===== src/hw/rtl/sspg_pkg.sv =====
package sspg_pkg;

  // Field widths
  localparam int unsigned OP_W     = 2;
  localparam int unsigned STEP_W   = 16;
  localparam int unsigned DUR_W    = 16;
  localparam int unsigned MAG_W    = 17;
  localparam int unsigned PERIOD_W = 16;
  localparam int unsigned DELAY_W  = 16;
  localparam int unsigned HALF_W   = 15;
  localparam int unsigned IDX_W    = 8;
  localparam int unsigned END_W    = 34;
  localparam int unsigned PULSE_W  = 17;
  localparam int unsigned DVD_W    = 26;

  // Opcodes
  localparam logic [OP_W-1:0] OP_LOAD   = 2'd0;
  localparam logic [OP_W-1:0] OP_START  = 2'd1;
  localparam logic [OP_W-1:0] OP_SYMBOL = 2'd2;

  // Status codes
  localparam logic [1:0] ST_OK      = 2'd0;
  localparam logic [1:0] ST_FULL    = 2'd1;
  localparam logic [1:0] ST_BUSY    = 2'd2;
  localparam logic [1:0] ST_NOTHING = 2'd3;

  // Arithmetic constants
  localparam logic [DVD_W-1:0]    US_PER_MS    = 26'd1000;
  localparam logic [MAG_W-1:0]    MAG_NEG_BASE = 17'h10000;
  localparam logic [PERIOD_W-1:0] PERIOD_MAX   = 16'hFFFF;
  localparam logic [HALF_W-1:0]   DELAY_HALF   = 15'd500;

  // Stored segment
  typedef struct packed {
    logic [MAG_W-1:0]    mag;
    logic                neg;
    logic [PERIOD_W-1:0] period;
    logic [DELAY_W-1:0]  delay;
  } seg_t;

  // One result word
  typedef struct packed {
    logic [1:0]        status;
    logic              symbol_valid;
    logic              pulse_level;
    logic [HALF_W-1:0] first_half_us;
    logic [HALF_W-1:0] second_half_us;
    logic              direction;
    logic [IDX_W-1:0]  segment_index;
    logic [END_W-1:0]  segment_end_us;
    logic              done_res;
  } res_t;

  // Run modes
  typedef enum logic [3:0] {
    MODE_IDLE      = 4'b0001,
    MODE_LOADING   = 4'b0010,
    MODE_EXECUTING = 4'b0100,
    MODE_COMPLETE  = 4'b1000
  } mode_t;

  // Sequencer states
  typedef enum logic [6:0] {
    S_IDLE       = 7'b0000001,
    S_DIV        = 7'b0000010,
    S_STORE      = 7'b0000100,
    S_START_WAIT = 7'b0001000,
    S_SCAN       = 7'b0010000,
    S_SCAN_WAIT  = 7'b0100000,
    S_EMIT       = 7'b1000000
  } state_t;

endpackage


===== src/hw/rtl/sspg_div.sv =====
module sspg_div (
  input  logic                           clk,
  input  logic                           rst_n,
  input  logic                           start,
  input  logic [sspg_pkg::DVD_W-1:0]     dividend,
  input  logic [sspg_pkg::MAG_W-1:0]     divisor,
  output logic                           done,
  output logic [sspg_pkg::DVD_W-1:0]     quotient
);

  localparam int unsigned DW  = sspg_pkg::DVD_W;
  localparam int unsigned MW  = sspg_pkg::MAG_W;
  localparam int unsigned CNT_W = $clog2(DW);

  logic             busy_r, busy_nxt;
  logic             done_r, done_nxt;
  logic [CNT_W-1:0] cnt_r, cnt_nxt;
  logic [MW-1:0]    rem_r, rem_nxt;
  logic [DW-1:0]    quo_r, quo_nxt;
  logic [MW-1:0]    dsr_r, dsr_nxt;
  logic [MW:0]      shifted;
  logic [MW+1:0]    diff;
  logic             ge;

  // One restoring step: shift in a dividend bit, try the subtract
  always_comb begin
    shifted = {rem_r, quo_r[DW-1]};
    diff    = {1'b0, shifted} - {2'b00, dsr_r};
    ge      = ~diff[MW+1];
  end

  always_comb begin
    busy_nxt = busy_r;
    done_nxt = 1'b0;
    cnt_nxt  = cnt_r;
    rem_nxt  = rem_r;
    quo_nxt  = quo_r;
    dsr_nxt  = dsr_r;
    if (start) begin
      busy_nxt = 1'b1;
      cnt_nxt  = CNT_W'(DW - 1);
      rem_nxt  = '0;
      quo_nxt  = dividend;
      dsr_nxt  = divisor;
    end else if (busy_r) begin
      rem_nxt = ge ? diff[MW-1:0] : shifted[MW-1:0];
      quo_nxt = {quo_r[DW-2:0], ge};
      if (cnt_r == '0) begin
        busy_nxt = 1'b0;
        done_nxt = 1'b1;
      end else begin
        cnt_nxt = cnt_r - 1'b1;
      end
    end
  end

  always_ff @(posedge clk) begin
    if (!rst_n) begin
      busy_r <= 1'b0;
      done_r <= 1'b0;
    end else begin
      busy_r <= busy_nxt;
      done_r <= done_nxt;
    end
  end

  always_ff @(posedge clk) begin
    cnt_r <= cnt_nxt;
    rem_r <= rem_nxt;
    quo_r <= quo_nxt;
    dsr_r <= dsr_nxt;
  end

  assign done     = done_r;
  assign quotient = quo_r;

endmodule


===== config.mk =====
export PLATFORM = sky130hd
export DESIGN_NAME = sspg_div
export DESIGN_NICKNAME = d
export VERILOG_FILES = /design/src/hw/rtl/sspg_pkg.sv /design/src/hw/rtl/sspg_div.sv
export SDC_FILE = /design/constraint.sdc
export NUM_CORES = 1
export LEC_CHECK = 0
export ABC_AREA = 0
export ABC_CLOCK_PERIOD_IN_PS = 2300
export BUFFER_PORTS_ARGS = -buffer_cell sky130_fd_sc_hd__buf_2
export CORE_UTILIZATION = 39
export CTS_CLUSTER_DIAMETER = 100
export DETAILED_ROUTE_END_ITERATION = 7
export HOLD_SLACK_MARGIN = 0.03
export PLACE_DENSITY_LB_ADDON = 0.25
export SETUP_SLACK_MARGIN = 0.5
export SLEW_MARGIN = 10
export SYNTH_ARGS = -nofsm -noshare
export SYNTH_HDL_FRONTEND = slang
export SYNTH_SLANG_ARGS = --single-unit

===== constraint.sdc =====
create_clock -name clk -period 2.3 [get_ports clk]
set_input_delay 0.46 -clock clk [delete_from_list [all_inputs] [get_ports clk]]
set_output_delay 0.46 -clock clk [all_outputs]
set_load 0.05 [all_outputs]

== Yosys cells after proc, flatten, opt, wreduce, memory -nomap -nowiden ==
Cells that the tools add are included.

* Bits in registers: 67
* Logic and storage cells: 23
* Output and inout port bits: 27

* Bitwise logic cells: 4
* Reductions and logical operators: 4
* Mux-type cells: 7
* $add $sub $neg: 2

{| class="wikitable"
|+ Operator list
! operator !! number
|-
| two-way mux 26 bit || 2
|-
| subtractor 18 x 17 -> 19 bit || 1
|-
| two-way mux 17 bit || 1
|-
| zero test 5 bit || 1
|-
| subtractor 5 x 1 -> 5 bit (second input constant) || 1
|-
| two-way mux 1 bit || 4
|-
| NOT 1 bit || 4
|-
| OR reduction 3 bit || 1
|-
| AND reduction 2 bit || 1
|-
| nonzero test 2 bit || 1
|}

== Logic depth before layout (Yosys ltp) ==
Gate-level depths: netlist of run 1.

* Depth after elaboration: 4
* Gate-level depth with buffers: 12
* Mapped depth without buffers: 11

== Worst setup path before layout of run 1 ==
Ideal clock, no wire load.

* Path kind: reg2reg
* Start point: register quo_r[25] (netlist: quotient[25])
* End point: register rem_r[7]
* Required time: 2.165 ns
* Stages on the path, launching flop included: 12
* Slack: -0.408 ns
* Arrival time: 2.572 ns
* Library setup time: 0.135 ns
* Buffers on the path: 1
* Cells stage by stage: edfxtp_1 inv_1 ha_1 inv_1 fa_1 a21o_1 a221oi_4 o21ai_2 a21oi_4 buf_6 mux2i_1 a211oi_2

* Cells in the longest elaborated chain, start to end: 2

{| class="wikitable"
|+ Ends and longest elaborated chain
! what !! RTL line !! source
|-
| start: declaration || sspg_div.sv:19 || <nowiki>logic [DW-1:0] quo_r, quo_nxt;</nowiki>
|-
| start signal: assignment || sspg_div.sv:70 || <nowiki>quo_r <= quo_nxt;</nowiki>
|-
| subtractor 18 x 17 -> 19 bit || sspg_div.sv:28 || <nowiki>diff = {1'b0, shifted} - {2'b00, dsr_r};</nowiki>
|-
| two-way mux 17 bit || sspg_div.sv:46 || <nowiki>rem_nxt = ge ? diff[MW-1:0] : shifted[MW-1:0];</nowiki>
|-
| end signal: assignment || sspg_div.sv:69 || <nowiki>rem_r <= rem_nxt;</nowiki>
|-
| end: declaration || sspg_div.sv:18 || <nowiki>logic [MW-1:0] rem_r, rem_nxt;</nowiki>
|}

Every way passes these cells.
A chain may end at the register's enable or synchronous reset.

== Worst setup path after layout of run 1 ==
Ends and elaborated chain as after synthesis.

==> flow_summary.html, run 1 <==
<table>
<tr><th>Metric</th><th>Value</th></tr>
<tr><th colspan="2">Placed design</th></tr>
<tr><td>Placed instance count</td><td>506</td></tr>
<tr><td>DP HPWL</td><td>5716 um</td></tr>
<tr><td>Dpl cell area</td><td>0.004144 mm^2</td></tr>
<tr><td>RePlAce Congestion</td><td>0.8777</td></tr>
<tr><td>Number of port buffers</td><td>72</td></tr>
<tr><th colspan="2">Timing</th></tr>
<tr><td>Final Hold Violating Endpoints</td><td>0</td></tr>
<tr><td>Worst slew margin</td><td>53.26%</td></tr>
<tr><td>Worst Clk Skew</td><td>12.67 ps</td></tr>
<tr><td>Maximum achievable frequency</td><td>412.6 MHz</td></tr>
<tr><td>Post-route minimum period</td><td>2424 ps</td></tr>
<tr><td>Final period util</td><td>105.4%</td></tr>
<tr><td>Final-report setup violation count</td><td>17</td></tr>
<tr><td>Pins Over Slew Limit</td><td>0</td></tr>
<tr><td>Setup ws final</td><td>-123.6 ps</td></tr>
<tr><td>Worst hold margin</td><td>283.3 ps</td></tr>
<tr><td>Slew at the pin closest to its max-slew limit</td><td>699.7 ps</td></tr>
<tr><td>Unrepaired setup endpoints after global routing</td><td>yes</td></tr>
<tr><th colspan="2">Detailed routing</th></tr>
<tr><td>Total wire length after detailed routing</td><td>7664 um</td></tr>
<tr><td>Residual antenna-violating net count after detailed routing</td><td>0</td></tr>
<tr><td>Total via count in the routed design</td><td>2732</td></tr>
<tr><td>Number of detailed-routing iterations run before antenna repair</td><td>4</td></tr>
<tr><td>WL/cell</td><td>14.49 um</td></tr>
<tr><td>Routed vias/inst</td><td>5.164</td></tr>
<tr><td>Initial DRC Count</td><td>136</td></tr>
<tr><td>DRC</td><td>0</td></tr>
<tr><th colspan="2">Clock tree</th></tr>
<tr><td>Max H-tree Level</td><td>3</td></tr>
<tr><td>Post-cts hold buffer count</td><td>0</td></tr>
<tr><td>Clock slew seen by the registers of the worst setup and hold paths</td><td>80 ps</td></tr>
<tr><td>Clock buffer count from CTS</td><td>9</td></tr>
<tr><td>Skew-Pair Late Insertion Delay</td><td>350 ps</td></tr>
<tr><td>Bufs on Longest Clock Path</td><td>2</td></tr>
<tr><td>Clock sink count</td><td>67</td></tr>
<tr><td>Cell at the root of the clock tree</td><td>sky130_fd_sc_hd__clkbuf_8</td></tr>
<tr><td>TritonCTS clock tree</td><td>done</td></tr>
<tr><th colspan="2">Run</th></tr>
<tr><td>Maximum capacitance violations</td><td>0</td></tr>
<tr><th colspan="2">Min path</th></tr>
<tr><td>Number of cells traversed by the worst hold path</td><td>1</td></tr>
<tr><td>Worst hold-check path type</td><td>input pin to flop</td></tr>
<tr><th colspan="2">Yosys</th></tr>
<tr><td>Gate count after technology mapping</td><td>316</td></tr>
<tr><td>Synthesized Nets</td><td>381</td></tr>
<tr><td>EDFF count, synth</td><td>43</td></tr>
<tr><td>YS warnings</td><td>0</td></tr>
<tr><td>Post-synthesis area per instance</td><td>11.09 um^2</td></tr>
<tr><td>Sequential share of the synthesized area</td><td>50.57%</td></tr>
<tr><td>Unique masters post-synth</td><td>47</td></tr>
<tr><td>Yosys top cell area share</td><td>36.86%</td></tr>
<tr><td>Synth Flop Type</td><td>sky130_fd_sc_hd__edfxtp_1</td></tr>
<tr><td>Synthesis-stage register bit count</td><td>67</td></tr>
<tr><td>Async set or reset register ratio after synthesis</td><td>0%</td></tr>
<tr><td>Summed instance area of the synthesized netlist</td><td>0.003503 mm^2</td></tr>
<tr><td>Library cell with the largest summed area after synthesis</td><td>sky130_fd_sc_hd__edfxtp_1</td></tr>
<tr><td>Top cells by area, synth</td><td>sky130_fd_sc_hd__edfxtp_1 (37%), sky130_fd_sc_hd__dfxtp_1 (14%), sky130_fd_sc_hd__mux2_2 (8.0%)</td></tr>
<tr><th colspan="2">GRT</th></tr>
<tr><td>First-pass GRT wire length</td><td>12500 um</td></tr>
<tr><td>All-Layer GR Usage</td><td>16.80%</td></tr>
<tr><td>Remaining global-route overflow</td><td>0</td></tr>
<tr><td>Number of antenna violations at the first check in global routing</td><td>0</td></tr>
<tr><td>Via count of the first global-routing pass</td><td>2614</td></tr>
<tr><td>Pin count of the biggest net entering global routing</td><td>27</td></tr>
<tr><th colspan="2">Worst setup path</th></tr>
<tr><td>Top delay family on crit path</td><td>compound AO/OA/AOI/OAI gates</td></tr>
<tr><td>CP Class</td><td>flop to flop</td></tr>
<tr><td>Nature of the critical path endpoint</td><td>flop</td></tr>
<tr><td>Crit path max-delay cell type</td><td>sky130_fd_sc_hd__edfxtp_1</td></tr>
<tr><td>Cells along the critical path</td><td>inv_1 &gt; ha_1 &gt; inv_1 &gt; fa_2 &gt; a21o_1 &gt; a221oi_4 &gt; o21ai_2 &gt; a21oi_4 &gt; buf_6 &gt; buf_12 &gt; mux2i_4 &gt; a211oi_2</td></tr>
<tr><td>Arrival time at the worst endpoint</td><td>2650 ps</td></tr>
<tr><td>Crit Path Max Fanout</td><td>5</td></tr>
<tr><td>Cell with the most instances on the worst path</td><td>sky130_fd_sc_hd__inv_1</td></tr>
<tr><td>Worst endpoint required time</td><td>2520 ps</td></tr>
<tr><td>Bufs and invs on worst path</td><td>4</td></tr>
<tr><td>Total stage count of the critical path</td><td>12</td></tr>
<tr><td>Startpoint kind of the worst setup timing path</td><td>flop</td></tr>
<tr><td>Largest stage delay, worst path</td><td>390 ps</td></tr>
<tr><td>Reg2Reg Depth</td><td>12</td></tr>
<tr><th colspan="2">Finish</th></tr>
<tr><td>Finished Cell Area</td><td>0.004462 mm^2</td></tr>
<tr><td>Area of the multi-input gates</td><td>0.001595 mm^2</td></tr>
<tr><td>Share of post-route cells with drive strength above 1</td><td>36.82%</td></tr>
<tr><td>Storage cell area</td><td>0.001772 mm^2</td></tr>
<tr><td>Growth of design area from synthesis to finish</td><td>27.36%</td></tr>
<tr><td>Antenna Diode Count</td><td>0</td></tr>
<tr><td>Fill count</td><td>783</td></tr>
<tr><td>Count of non-filler cells in the finished layout</td><td>529</td></tr>
<tr><td># nets final</td><td>481</td></tr>
<tr><td>Utilization after layout</td><td>51.16%</td></tr>
<tr><td>Highest-count cells in the layout ignoring fill and taps</td><td>sky130_fd_sc_hd__buf_2 (72), sky130_fd_sc_hd__edfxtp_1 (43), sky130_fd_sc_hd__mux2_2 (25), sky130_fd_sc_hd__buf_4 (25), sky130_fd_sc_hd__dfxtp_1 (24)</td></tr>
<tr><td>Leading cell type in the layout, fill and taps excluded</td><td>sky130_fd_sc_hd__buf_2</td></tr>
<tr><th colspan="2">Pwr</th></tr>
<tr><td>LEAKAGE</td><td>0.001930 uW</td></tr>
<tr><td>Overall power</td><td>3034 uW</td></tr>
<tr><td>PwrDens</td><td>679.9 mW/mm^2</td></tr>
<tr><td>Largest vdd supply drop</td><td>0.0004394 V</td></tr>
<tr><th colspan="2">Floorplanning</th></tr>
<tr><td>Io pins</td><td>73</td></tr>
<tr><td>Effective utilization at floorplan</td><td>40.17%</td></tr>
<tr><td>Core ar.</td><td>0.008721 mm^2</td></tr>
<tr><td>Height of the die</td><td>96.78 um</td></tr>
<tr><td>Cell row count</td><td>34</td></tr>
<tr><td>Chip Width</td><td>96.78 um</td></tr>
<tr><td>Total Die Area</td><td>0.009366 mm^2</td></tr>
<tr><th colspan="2">Outcome</th></tr>
<tr><td>Outcome</td><td>complete, but fails checks</td></tr>
<tr><td>Failing checks</td><td>negative setup slack</td></tr>
</table>
==> layer usage <==
| layer | global-route usage [%] | routed length (um) | vias to the layer above |
|---|---|---|---|
| met3 | 4.841 | 356 | 8 |
| met2 | 27.68 | 3721 | 59 |
| met5 | 0 | 0 | - |
| li1 | - | - | 1363 |
| met1 | 21.58 | 3507 | 1302 |
| met4 | 4.478 | 78 | 0 |
==> per-stage QoR <==
stage	setup slack (ps)	setup TNS, ps
2_1_floorplan	-406.6	-6027
6_report	-123.6	-1075
3_5_place_dp	-151.8	-1272
3_3_place_gp	-103.4	-659.2
4_1_cts	-120.1	-1251
5_1_grt	-294.5	-4280
==> layout make-up <==
| type | count | share of cell area, % |
|---|---|---|
| clock inverters | 7 | 1.458 |
| well taps | 108 | 3.029 |
| clock buffers | 9 | 2.776 |
| repair buffers | 105 | 15.34 |
| multi-input cells | 210 | 35.75 |
| flip-flops and latches | 67 | 39.71 |
| inverters | 23 | 1.935 |
==> power by group <==
group	internal [uW]	switching, uW
Clock	419	520
Sequential	1380	47.1
Combinational	248	416
==> timing repair <==
item                                    in CTS  in global routing
endpoints found under the setup margin      18                 18
endpoints found under the hold margin        0                  0
gates resized for setup                      6                 12
pin swaps                                    2                  4
buffers inserted                             4                  2
gates cloned                                 1                  0
==> cell usage after synthesis (2+ instances only) <==
master / instances
sky130_fd_sc_hd__buf_2: 2
sky130_fd_sc_hd__edfxtp_1: 43
sky130_fd_sc_hd__o21ai_0: 15
sky130_fd_sc_hd__inv_1: 23
sky130_fd_sc_hd__o31ai_1: 5
sky130_fd_sc_hd__nand3_1: 6
sky130_fd_sc_hd__ha_1: 18
sky130_fd_sc_hd__and3_1: 3
sky130_fd_sc_hd__nand4_1: 2
sky130_fd_sc_hd__nand3b_1: 2
sky130_fd_sc_hd__xnor2_1: 5
sky130_fd_sc_hd__buf_6: 2
sky130_fd_sc_hd__a22o_1: 2
sky130_fd_sc_hd__xor2_1: 8
sky130_fd_sc_hd__dfxtp_1: 24
sky130_fd_sc_hd__nor2b_1: 2
sky130_fd_sc_hd__nand2b_1: 4
sky130_fd_sc_hd__or3_1: 3
sky130_fd_sc_hd__mux2i_1: 3
sky130_fd_sc_hd__nand2_1: 18
sky130_fd_sc_hd__o21bai_1: 2
sky130_fd_sc_hd__mux2_2: 25
sky130_fd_sc_hd__o211ai_1: 2
sky130_fd_sc_hd__o21a_1: 3
sky130_fd_sc_hd__a21o_1: 7
sky130_fd_sc_hd__clkbuf_1: 10
sky130_fd_sc_hd__a32oi_1: 6
sky130_fd_sc_hd__a21oi_1: 23
sky130_fd_sc_hd__buf_1: 2
sky130_fd_sc_hd__o41ai_1: 2
sky130_fd_sc_hd__nor2_1: 19
sky130_fd_sc_hd__nor3_1: 6
sky130_fd_sc_hd__a211oi_1: 5
==> state kept, by name, summed over array words and instances, names as in the netlist <==
register and count:
quotient 26, busy_r 1, cnt_r 5, rem_r 17, dsr_r 17, done 1
==> cells by family (layout without fill, tap and decap cells) <==
| family | count (synthesis) | count (layout) | synth area share, % |
|---|---|---|---|
| DFF | 67 | 67 | 50.57 |
| buffers and inverters | 39 | 144 | 4.679 |
| and+or+nand+nor | 67 | 67 | 9.107 |
| AOI/OAI and AO/OA | 83 | 83 | 16.50 |
| adders and majority gates | 19 | 19 | 7.000 |
| muxes | 28 | 28 | 8.893 |
| xor gates and xnor gates | 13 | 13 | 3.250 |
==> path summary, 6_finish.rpt <==
path                      from  endpoint  slack (ps)
setup reg to reg  quotient[25]  rem_r[7]        -120
hold reg to reg       cnt_r[4]  cnt_r[4]         460
setup / recovery  quotient[25]  rem_r[7]        -120
hold / removal      divisor[9]  dsr_r[9]         280
Note: power is estimated with default switching activity, not from simulation.
==> inputs of run 2 (changes only) <==
--- a/config.mk
+++ b/config.mk
@@ -5,7 +5,7 @@
 export SDC_FILE = /design/constraint.sdc
 export NUM_CORES = 1
 export LEC_CHECK = 0
-export ABC_AREA = 0
+export ABC_AREA = 1
 export ABC_CLOCK_PERIOD_IN_PS = 2300
 export BUFFER_PORTS_ARGS = -buffer_cell sky130_fd_sc_hd__buf_2
 export CORE_UTILIZATION = 39
==> flow_summary.html, run 2 <==
<table>
<tr><th>Metric</th><th>Value</th></tr>
<tr><th colspan="2">Clock tree</th></tr>
<tr><td>TritonCTS clock tree</td><td>done</td></tr>
<tr><td>Clock sink count</td><td>67 (unchanged)</td></tr>
<tr><td>Bufs on Longest Clock Path</td><td>2 (unchanged)</td></tr>
<tr><td>Skew-Pair Late Insertion Delay</td><td>350 ps (about the same)</td></tr>
<tr><td>Clock buffer count from CTS</td><td>9 (unchanged)</td></tr>
<tr><td>Cell at the root of the clock tree</td><td>sky130_fd_sc_hd__clkbuf_8</td></tr>
<tr><td>Max H-tree Level</td><td>3 (unchanged)</td></tr>
<tr><td>Clock slew seen by the registers of the worst setup and hold paths</td><td>90 ps (about the same)</td></tr>
<tr><th colspan="2">Timing</th></tr>
<tr><td>Worst Clk Skew</td><td>13.30 ps (+0.6258 ps)</td></tr>
<tr><td>Maximum achievable frequency</td><td>514.8 MHz (+25%)</td></tr>
<tr><td>Final-report setup violation count</td><td>0 (-17)</td></tr>
<tr><td>Pins Over Slew Limit</td><td>0 (unchanged)</td></tr>
<tr><td>Final Hold Violating Endpoints</td><td>0 (unchanged)</td></tr>
<tr><td>Final period util</td><td>84.46% (-21 points)</td></tr>
<tr><td>Unrepaired setup endpoints after global routing</td><td>yes</td></tr>
<tr><td>Worst hold margin</td><td>271.9 ps (-11.33 ps)</td></tr>
<tr><td>Final total negative setup slack</td><td>0 ps (+1075 ps)</td></tr>
<tr><td>Slew at the pin closest to its max-slew limit</td><td>415.7 ps (-284.0 ps)</td></tr>
<tr><td>Post-route minimum period</td><td>1943 ps (-481.0 ps)</td></tr>
<tr><td>Worst slew margin</td><td>72.29% (+19 points)</td></tr>
<tr><th colspan="2">Finish</th></tr>
<tr><td>Antenna Diode Count</td><td>0 (unchanged)</td></tr>
<tr><td>Highest-count cells in the layout ignoring fill and taps</td><td>sky130_fd_sc_hd__nand2_1 (195), sky130_fd_sc_hd__inv_1 (82), sky130_fd_sc_hd__buf_2 (72)</td></tr>
<tr><td>Growth of design area from synthesis to finish</td><td>29.62%</td></tr>
<tr><td>Area of the multi-input gates</td><td>0.002029 mm^2 (+27%)</td></tr>
<tr><td>Fill count</td><td>957 (+22%)</td></tr>
<tr><td>Flip-flop count of the largest register after layout</td><td>26 (unchanged)</td></tr>
<tr><td># nets final</td><td>676 (+41%)</td></tr>
<tr><td>Storage cell area</td><td>0.001772 mm^2 (unchanged)</td></tr>
<tr><td>Utilization after layout</td><td>52.31% (+1.1 points)</td></tr>
<tr><td>Share of post-route cells with drive strength above 1</td><td>28.25% (-8.6 points)</td></tr>
<tr><td>Leading cell type in the layout, fill and taps excluded</td><td>sky130_fd_sc_hd__nand2_1</td></tr>
<tr><th colspan="2">Floorplanning</th></tr>
<tr><td>Height of the die</td><td>102.8 um (+6.2%)</td></tr>
<tr><td>Cell row count</td><td>36 (+5.9%)</td></tr>
<tr><td>Chip Width</td><td>102.8 um (+6.2%)</td></tr>
<tr><td>Total Die Area</td><td>0.01057 mm^2 (+13%)</td></tr>
<tr><td>Core ar.</td><td>0.009819 mm^2 (+13%)</td></tr>
<tr><td>Io pins</td><td>73 (unchanged)</td></tr>
<tr><td>Effective utilization at floorplan</td><td>40.35% (+0.18 points)</td></tr>
<tr><th colspan="2">Yosys</th></tr>
<tr><td>Post-synthesis area per instance</td><td>7.694 um^2 (-31%)</td></tr>
<tr><td>Async set or reset register ratio after synthesis</td><td>0% (unchanged)</td></tr>
<tr><td>Unique masters post-synth</td><td>31 (-34%)</td></tr>
<tr><td>YS warnings</td><td>0 (unchanged)</td></tr>
<tr><td>Library cell with the largest summed area after synthesis</td><td>sky130_fd_sc_hd__edfxtp_1</td></tr>
<tr><td>Synthesized Nets</td><td>580 (+52%)</td></tr>
<tr><td>Yosys top cell area share</td><td>32.59% (-4.3 points)</td></tr>
<tr><td>Summed instance area of the synthesized netlist</td><td>0.003963 mm^2 (+13%)</td></tr>
<tr><td>Gate count after technology mapping</td><td>515 (+63%)</td></tr>
<tr><td>Ranking of synthesized cells by instance count</td><td>sky130_fd_sc_hd__nand2_1 (202), sky130_fd_sc_hd__inv_1 (87), sky130_fd_sc_hd__nand3_1 (46)</td></tr>
<tr><td>Top cells by area, synth</td><td>sky130_fd_sc_hd__edfxtp_1 (33%), sky130_fd_sc_hd__nand2_1 (19%), sky130_fd_sc_hd__dfxtp_1 (12%)</td></tr>
<tr><td>EDFF count, synth</td><td>43 (unchanged)</td></tr>
<tr><td>Synth Flop Type</td><td>sky130_fd_sc_hd__edfxtp_1</td></tr>
<tr><td>Synthesis-stage register bit count</td><td>67 (unchanged)</td></tr>
<tr><td>Most frequent cell after synthesis</td><td>sky130_fd_sc_hd__nand2_1</td></tr>
<tr><td>Sequential share of the synthesized area</td><td>44.71% (-5.9 points)</td></tr>
<tr><th colspan="2">Worst setup path</th></tr>
<tr><td>Register-to-register path setup slack</td><td>360 ps (+480 ps)</td></tr>
<tr><td>Crit Path Max Fanout</td><td>6 (+1)</td></tr>
<tr><td>Top delay family on crit path</td><td>simple AND/OR/NAND/NOR gates</td></tr>
<tr><td>Worst endpoint required time</td><td>2540 ps (+20 ps)</td></tr>
<tr><td>Reg-to-reg critical path startpoint</td><td>quotient[25]</td></tr>
<tr><td>Reg2Reg Depth</td><td>13 (+1)</td></tr>
<tr><td>Cells along the critical path</td><td>inv_2 &gt; ha_4 &gt; inv_4 &gt; fa_2 &gt; nand3_4 &gt; nand3_4 &gt; nand2_8 &gt; buf_8 &gt; nand3_4 &gt; nand2_2 &gt; inv_2 &gt; nand2_2 &gt; nand2_2</td></tr>
<tr><td>Bufs and invs on worst path</td><td>4 (unchanged)</td></tr>
<tr><td>Nature of the critical path endpoint</td><td>flop</td></tr>
<tr><td>Startpoint kind of the worst setup timing path</td><td>flop</td></tr>
<tr><td>Crit path max-delay cell type</td><td>sky130_fd_sc_hd__edfxtp_1</td></tr>
<tr><td>Endpoint of the lowest-slack register-to-register path</td><td>rem_r[16]</td></tr>
<tr><td>CP Class</td><td>flop to flop</td></tr>
<tr><td>Arrival time at the worst endpoint</td><td>2190 ps (-460 ps)</td></tr>
<tr><td>Largest stage delay, worst path</td><td>400 ps (about the same)</td></tr>
<tr><th colspan="2">Detailed routing</th></tr>
<tr><td>Number of detailed-routing iterations run before antenna repair</td><td>4 (unchanged)</td></tr>
<tr><td>Initial DRC Count</td><td>190 (+40%)</td></tr>
<tr><td>Total wire length after detailed routing</td><td>9981 um (+30%)</td></tr>
<tr><td>DRC</td><td>0 (unchanged)</td></tr>
<tr><td>Residual antenna-violating net count after detailed routing</td><td>0 (unchanged)</td></tr>
<tr><td>WL/cell</td><td>13.33 um (-8.0%)</td></tr>
<tr><td>Total via count in the routed design</td><td>3582 (+31%)</td></tr>
<tr><td>Routed vias/inst</td><td>4.782 (-7.4%)</td></tr>
<tr><th colspan="2">GRT</th></tr>
<tr><td>Pin count of the biggest net entering global routing</td><td>35 (+30%)</td></tr>
<tr><td>All-Layer GR Usage</td><td>19.94% (+3.1 points)</td></tr>
<tr><td>Met2 Resource Use GR</td><td>33.59% (+5.9 points)</td></tr>
<tr><td>Remaining global-route overflow</td><td>0 (unchanged)</td></tr>
<tr><td>GR peak layer</td><td>met2</td></tr>
<tr><td>Number of antenna violations at the first check in global routing</td><td>0 (unchanged)</td></tr>
<tr><td>GR Layer Usage met3</td><td>6.712% (+1.9 points)</td></tr>
<tr><td>Met1 Track Usage GR</td><td>24.02% (+2.4 points)</td></tr>
<tr><td>Via count of the first global-routing pass</td><td>3488 (+33%)</td></tr>
<tr><td>First-pass GRT wire length</td><td>15840 um (+27%)</td></tr>
<tr><th colspan="2">Outcome</th></tr>
<tr><td>Outcome</td><td>complete, no violations</td></tr>
<tr><th colspan="2">Min path</th></tr>
<tr><td>Number of cells traversed by the worst hold path</td><td>1 (unchanged)</td></tr>
<tr><td>Worst min-delay path startpoint</td><td>divisor[15]</td></tr>
<tr><td>Hold Path Sink</td><td>dsr_r[15]</td></tr>
<tr><td>Worst hold-check path type</td><td>input pin to flop</td></tr>
<tr><th colspan="2">Pwr</th></tr>
<tr><td>Fraction of power spent switching nets</td><td>31.36% (-1.1 points)</td></tr>
<tr><td>Share of power burned in combinational logic</td><td>20.1% (-1.8 points)</td></tr>
<tr><td>Clk pwr share</td><td>33.2% (+2.2 points)</td></tr>
<tr><td>Largest vdd supply drop</td><td>0.0004579 V (+4.2%)</td></tr>
<tr><td>LEAKAGE</td><td>0.002679 uW (+39%)</td></tr>
<tr><td>Net load switching power</td><td>948.3 uW (-3.6%)</td></tr>
<tr><td>Seq pwr share</td><td>46.7% (-0.5 points)</td></tr>
<tr><td>PwrDens</td><td>588.7 mW/mm^2 (-13%)</td></tr>
<tr><td>Internal power consumption</td><td>2076 uW (+1.2%)</td></tr>
<tr><th colspan="2">Placed design</th></tr>
<tr><td>RePlAce Congestion</td><td>0.8932 (+1.8%)</td></tr>
<tr><td>Number of port buffers</td><td>72 (unchanged)</td></tr>
<tr><td>DP HPWL</td><td>6574 um (+15%)</td></tr>
<tr><th colspan="2">Run</th></tr>
<tr><td>Maximum capacitance violations</td><td>0 (unchanged)</td></tr>
</table>
==> run 2: changes by cell type after synthesis, moves of 6 or more <==
cell,change
sky130_fd_sc_hd__a21o_1,-7
sky130_fd_sc_hd__a21oi_1,-8
sky130_fd_sc_hd__a32oi_1,-6
sky130_fd_sc_hd__inv_1,+64
sky130_fd_sc_hd__mux2_2,-25
sky130_fd_sc_hd__nand2_1,+184
sky130_fd_sc_hd__nand2_2,+6
sky130_fd_sc_hd__nand3_1,+40
sky130_fd_sc_hd__nand3_2,+9
sky130_fd_sc_hd__nor2_1,-7
sky130_fd_sc_hd__o21ai_0,-8
==> run 2: layer usage <==
metal  wire length [um]  part of all wire (%)
met1               4331                    43
met2               4707                    47
met3                685                   6.9
met4                257                   2.6
met5                  0                     0
==> run 2: cell type report <==
class                   count  share of cell area [%]
well taps                 133                   3.240
repair buffers             97                   12.42
clock buffers              10                   2.485
clock inverters             6                   1.291
multi-input cells         348                   39.51
inverters                  88                   6.553
flip-flops and latches     67                   34.49
==> run 2: power groups by stage <==
stage                     combinational (uW)  clock, uW  sequential, uW
final                                    608       1000            1410
after global routing                     658       1070            1420
after CTS                                575       1030            1410
after detailed placement                 543          0            1440
after global placement                   537          0            1440
after floorplan                          223          0            1600
==> run 2: cells by family after synthesis <==
kind of cell | share of synthesized area, %
xor gates and xnor gates | 1.547
AOI/OAI and AO/OA | 4.136
adders and majority gates | 6.189
DFF | 44.71
buffers and inverters | 11.21
and+or+nand+nor | 32.21
==> run 2: worst max-delay path by stage <==
stage / start / to / slack, ps / depth (start not counted)
2_1_floorplan: quotient[25] / quotient[0] / 150 / 10
3_3_place_gp: dsr_r[13] / rem_r[11] / 360 / 13
3_5_place_dp: dsr_r[13] / rem_r[12] / 310 / 13
4_1_cts: quotient[25] / rem_r[15] / 410 / 13
5_1_grt: dsr_r[3] / rem_r[16] / 270 / 15
6_report: quotient[25] / rem_r[16] / 360 / 13
==> run 2: stage by stage <==
step                worst slack, ps  std cells  cell area [um^2]  power (uW)
global placement              361.5        717              4457        1974
finish                        357.3        749              5136        3024
detailed placement            314.7        717              4457        1980
CTS                           410.8        745              4931        3018
floorplan                     149.5        515              3969        1824
global route                  266.1        749              5136        3155
==> run 2: what timing repair did <==
action                                  in CTS  in global routing
gates resized for setup                     30                 29
cloned                                       2                  1
hold buffers                                 0                  0
setup buffers                               10                  3
endpoints found under the setup margin      18                 18
hold endpoints to repair                     0                  0
pin swaps                                   15                  9
